## config.mk

```make
export PLATFORM = sky130hd
export DESIGN_NAME = mm_mac
export DESIGN_NICKNAME = d
export VERILOG_FILES = /design/src/mm_pkg.sv /design/src/mm_mac.sv
export SDC_FILE = /design/constraint.sdc
export NUM_CORES = 2
export LEC_CHECK = 0
export ABC_AREA = 0
export BUFFER_PORTS_ARGS = -buffer_cell sky130_fd_sc_hd__buf_2
export CAP_MARGIN = 20
export CORE_ASPECT_RATIO = 0.9
export CORE_MARGIN = 4
export CORE_UTILIZATION = 42
export DETAILED_ROUTE_END_ITERATION = 7
export GPL_TIMING_DRIVEN = 1
export SLEW_MARGIN = 25
export SYNTH_ARGS = -nofsm -noshare
export SYNTH_HDL_FRONTEND = slang
export SYNTH_SLANG_ARGS = --single-unit
```

## constraint.sdc

```tcl
create_clock -name i_clk -period 10.9 [get_ports i_clk]
set_input_delay 1.09 -clock i_clk [delete_from_list [all_inputs] [get_ports i_clk]]
set_output_delay 1.09 -clock i_clk [all_outputs]
set_load 0.1 [all_outputs]
```

## src/mm_pkg.sv

```systemverilog
package mm_pkg;

    localparam int VAL_W     = 32;
    localparam int DIM_W     = 3;
    localparam int CFG_W     = 4;
    localparam int CMD_W     = 2;
    localparam int REG_IDX_W = 2;
    localparam int PROD_W    = 2 * VAL_W;
    // eight full-scale products need three guard bits
    localparam int ACC_W     = PROD_W + DIM_W;

    localparam logic [CMD_W-1:0] CMD_LOAD_A  = 2'd0;
    localparam logic [CMD_W-1:0] CMD_LOAD_B  = 2'd1;
    localparam logic [CMD_W-1:0] CMD_COMPUTE = 2'd2;

    localparam logic [REG_IDX_W-1:0] REG_ROWS_A = 2'd0;
    localparam logic [REG_IDX_W-1:0] REG_COLS_A = 2'd1;
    localparam logic [REG_IDX_W-1:0] REG_ROWS_B = 2'd2;
    localparam logic [REG_IDX_W-1:0] REG_COLS_B = 2'd3;

    localparam logic [CFG_W-1:0] CFG_RESET = 4'd8;

    typedef enum logic [3:0] {
        ST_IDLE = 4'b0001,
        ST_RUN  = 4'b0010,
        ST_WAIT = 4'b0100,
        ST_OUT  = 4'b1000
    } t_state;

    typedef struct packed {
        logic clr;
        logic vld;
    } t_mac_ctl;

endpackage

```

## src/mm_mac.sv

```systemverilog
module mm_mac #(
    parameter int FRAC_BITS = 16
) (
    input  logic                            i_clk,
    input  logic                            i_rst_n,
    input  mm_pkg::t_mac_ctl                i_ctl,
    input  logic signed [mm_pkg::VAL_W-1:0] i_a,
    input  logic signed [mm_pkg::VAL_W-1:0] i_b,
    output logic                            o_busy,
    output logic signed [mm_pkg::VAL_W-1:0] o_result
);

    localparam int ACC_W  = mm_pkg::ACC_W;
    localparam int PROD_W = mm_pkg::PROD_W;
    localparam int VAL_W  = mm_pkg::VAL_W;

    logic signed [PROD_W-1:0] r_prod;
    logic                     r_v2;
    logic signed [ACC_W-1:0]  r_acc;
    logic signed [ACC_W-1:0]  shifted;
    logic [ACC_W-VAL_W:0]     top_bits;

    always_ff @(posedge i_clk) begin
        if (!i_rst_n) begin
            r_v2 <= 1'b0;
        end else begin
            r_v2 <= i_ctl.vld;
        end
    end

    always_ff @(posedge i_clk) begin
        r_prod <= i_a * i_b;
        if (i_ctl.clr) begin
            r_acc <= '0;
        end else if (r_v2) begin
            r_acc <= r_acc + {{(ACC_W-PROD_W){r_prod[PROD_W-1]}}, r_prod};
        end
    end

    // arithmetic shift floors; saturate when the upper bits are not a sign run
    assign shifted  = r_acc >>> FRAC_BITS;
    assign top_bits = shifted[ACC_W-1:VAL_W-1];

    always_comb begin
        if ((&top_bits) || !(|top_bits)) begin
            o_result = shifted[VAL_W-1:0];
        end else if (shifted[ACC_W-1]) begin
            o_result = {1'b1, {(VAL_W-1){1'b0}}};
        end else begin
            o_result = {1'b0, {(VAL_W-1){1'b1}}};
        end
    end

    assign o_busy = r_v2;

endmodule

```

# ---- Word level (Yosys, flattened, before mapping)
# Index checks and enable logic that the tools add are counted.
dict set report word_totals {
  regBits 132
  latchBits 0
  ram_bits 0
  rom_bits 0
  output_inout_bits 33
  elab_cells 11
  memories 0
}
dict set report op_classes {
  n_addsub 1
  n_mul 1
  div_mod_pow 0
  order_cmp 0
  n_eq_ne 0
  shifts 0
  n_mux 2
  bitwise 0
  reduce_logical 4
}
# op n
set ops {}
lappend ops {{67-bit adder} 1}
lappend ops {{32-bit by 32-bit multiplier with 64-bit output} 1}
lappend ops {{32-bit 2-to-1 mux} 2}
lappend ops {{20-bit AND reduction} 1}
lappend ops {{20-bit OR reduction} 1}
lappend ops {{1-bit zero test} 1}
lappend ops {{1-bit logical OR} 1}

# ---- Logic depth before layout (Yosys ltp)
dict set report depth {
  ltp_word 4
  ltp_mapped 30
}

# ---- Worst setup path before layout
# No wires, ideal clock.
dict set report synth_timing {
  kind {in2reg}
  from {in i_a[31] (netlist bit)}
  to {reg r_prod[63]}
  setup_time_ns 0.121
  arrival_ns 8.071
  required_time_ns 10.779
  path_slack_ns 2.709
  path_stages 26
  path_buffers 2
  cell_sequence {clkbuf_1 > nand2_1 > inv_1 > fa_1 > inv_1 > fa_1 > fa_1 > inv_1 > fa_1 > inv_1 > fa_1 > inv_1 > fa_1 > inv_1 > fa_1 > inv_1 > fa_1 > ha_1 > clkbuf_1 > a21oi_1 > o21ai_0 > a21o_1 > a211oi_1 > o21ai_1 > a311o_1 > xnor2_1}
}
dict set report synth_between {
  elab_chain_len 1
}
# item line_no
set synth_lines {}
lappend synth_lines {{start: declaration} mm_mac.sv:7} ;# input logic signed [mm_pkg::VAL_W-1:0] i_a,
lappend synth_lines {{32-bit by 32-bit multiplier with 64-bit output} mm_mac.sv:32} ;# r_prod <= i_a * i_b;
lappend synth_lines {{end signal: assignment} mm_mac.sv:32}
lappend synth_lines {{end: declaration} mm_mac.sv:17} ;# logic signed [PROD_W-1:0] r_prod;
# No other way between the ends.
# A chain may end at the register's enable or synchronous reset.

# ---- Worst setup path after layout
dict set report layout_timing {
  from {in i_a[15] (netlist bit)}
  to {reg r_prod[61]}
}
# The elaborated chain is that of the path after synthesis.

==> run metrics <==
status=complete, no violations; syn_nets=6237; clock tree buffer depth=2; total core area=0.104 mm²; largest area contributor in the netlist=fa_1; Routed WL per cell=19.1 µm; CTS tree=yes; number of cells on the critical path=24; Fmax=114 MHz; CTS Buf Count=17; area grow syn2layout=4.71%; post-synthesis cell count=4836; Worst Hold Depth=2; cell mode on critical path=fa_1; share of layout cells above drive strength 1=0.0366; # fillers=10109; vias in the first global route=around 35000; routed vias/inst=5.15; CP top delay family=adder cells; cts repair resizes=0; Rows=112; top sig layer=met5; Setup TNS Final=0 ns; skew final=0.0118 ns; CP Launch Type=primary input; syn_area_per_cell=~9.1 µm²; initial core utilization=0.424; Largest stage delay, worst path=about 0.64 ns; Post-DRT Antenna Nets=0; Max-cap violations=0; Worst-Margin Slew=0.867 ns; WP buf/inv=4; largest fanout on the critical path=32; Setup WS post-layout=2.11 ns; die height=315 µm; largest net degree at the start of global routing=47; CTS root buffer=clkbuf_16; DRC violations left=0; # IOs=101; H-tree Lvls=4; flops & latches, synth=132; commonest cells in the netlist=fa_1, inv_1, nand2_1; asr flop ratio synth=0; Critical Path AT=9.11 ns; WL met2=55200 µm; main area contributors after synthesis=fa_1, inv_1, and2_1; cts hold-fix bufs=0; Hold Vio Cnt, Final=0; Tot GR Track Use=0.222; clock-pin slew on the worst setup and hold paths=0.06 ns; Worst Setup End Kind=flop; M1 wire length=52100 µm; Synth top area share=0.493; Synthesis Warnings=0; Initial DRC Count=1826; GRT overflow=0; Main synth FF type=dfxtp_1; die area=0.110 mm²; worst slack at placement=1.69 ns; Total Wirelength=116000 µm; initial antenna violation count=7; Slew HR=0.407; CTS Sinks=between 100 and 150; worst-case reg-to-reg path depth=13; Tcrit/Tclk final=0.806; final setup fails=0; nets=approximately 6100; gpl congestion=0.893; Required @ worst endpoint=~11 ns; critical path class=in -> reg; Final Slew Violations=0; crit path time final=between 8 and 9 ns; register area share after synthesis=0.0601; Cell variety after synth=76; Die X-Extent=349 µm; worst-path cell with the longest stage delay=buf_2; post-DP HPWL=96800 µm; Post-CTS Setup Inserts=0; most common cell in the netlist=fa_1; first-pass GRT wire length=193000 µm; EDFF count, synth=0; Cell Chain, Critical Path=buf_2 > nand2_1 > fa_1 > fa_1 > fa_1 > fa_1 > inv_1 > fa_1 > inv_1 > fa_1 > inv_1 > fa_1 > fa_1 > ha_1 > and3_1 > nand4_1 > a2111oi_0 > nor3_2 > a41oi_1 > nand3_1 > a31o_2 > o31ai_1 > a21oi_1 > xnor2_1; RSZ-0062 raised after global routing=no; routed wl met3=around 6400 µm; PortBufs=100; Pre-antenna DRT Iters=5; HP Class=reg -> reg; Post-Synthesis Cell Area=0.0440 mm²; worst-skew pair later-pin latency=roughly 0.44 ns; via count=31391; final hold slack=0.472 ns
## final timing paths
kind,startpoint,endpoint,slack [ns]
min reg2reg,r_acc[4],r_acc[4],0.47
min,r_acc[4],r_acc[4],0.47
max,i_a[15],r_prod[61],2.11
max reg2reg,r_acc[0],r_acc[66],7.17
## cell usage in the layout (no fill, tap or decap), drive strengths merged, types with 7 or more instances in the layout
cell type and count:
dfxtp 132, a21oi 140, nor2b 19, ha 250
nand2b 20, a41oi 7, and2 529, buf 119
or2 8, fa 1083, xnor2 81, nand3 32
nor4 9, o21ai 124, clkbuf 22, a21o 69
a211oi 17, nand2 575, inv 1046, nor3 24
o21bai 18, nor2 141, xor2 45, a31oi 20
nand4 30, mux2i 35, o21a 13, and3 13
o22ai 12
## cell families after synthesis
group                      share of synthesized area
AOI/OAI and AO/OA                             0.0702
buffers and inverters                          0.111
DFF                                           0.0601
adders and majority gates                      0.564
xor gates and xnor gates                      0.0251
and+or+nand+nor                                0.161
muxes                                        0.00848
## state kept, by name (all words and copies together), names as in the netlist
signal	cells
r_acc	67
r_prod	64
o_busy	1
## final cells by class
type / instances / area (µm²) / share of cell area
Tap cell: 1368 / 1710 / 0.0372
Sequential cell: 132 / 2640 / 0.0574
Timing Repair Buffer: 119 / 643 / 0.0140
Inverter: 1044 / 3920 / 0.0851
Antenna cell: 3 / 7.51 / 0.000163
Clock buffer: 22 / 474 / 0.0103
Clock inverter: 10 / 191 / 0.00416
Multi-Input combinational cell: 3403 / 36500 / 0.792
## layer usage
metal / global-route usage / vias to the layer above
li1: - / 14185
met1: 0.306 / 16255
met2: 0.372 / 796
met3: 0.0337 / 149
met4: 0.0531 / 6
met5: 0 / -
## per-stage QoR
stage / util / area (µm²) / std cells
after CTS: 0.443 / 46100 / 6098
after floorplan: - / 44000 / 4836
after global placement: 0.437 / 45400 / 6066
final: 0.444 / 46100 / 6101
after detailed placement: 0.437 / 45400 / 6066
after global routing: 0.444 / 46100 / 6101
## tightest hold or removal path: stages (launching register included)
cell and delay, ns:
dfxtp_1 0.31, nand2_1 0.06, a21oi_1 0.05
Power is left out: the tool's default activity adds up to more than one toggle a clock period on the data nets, which glitch-free logic cannot reach.
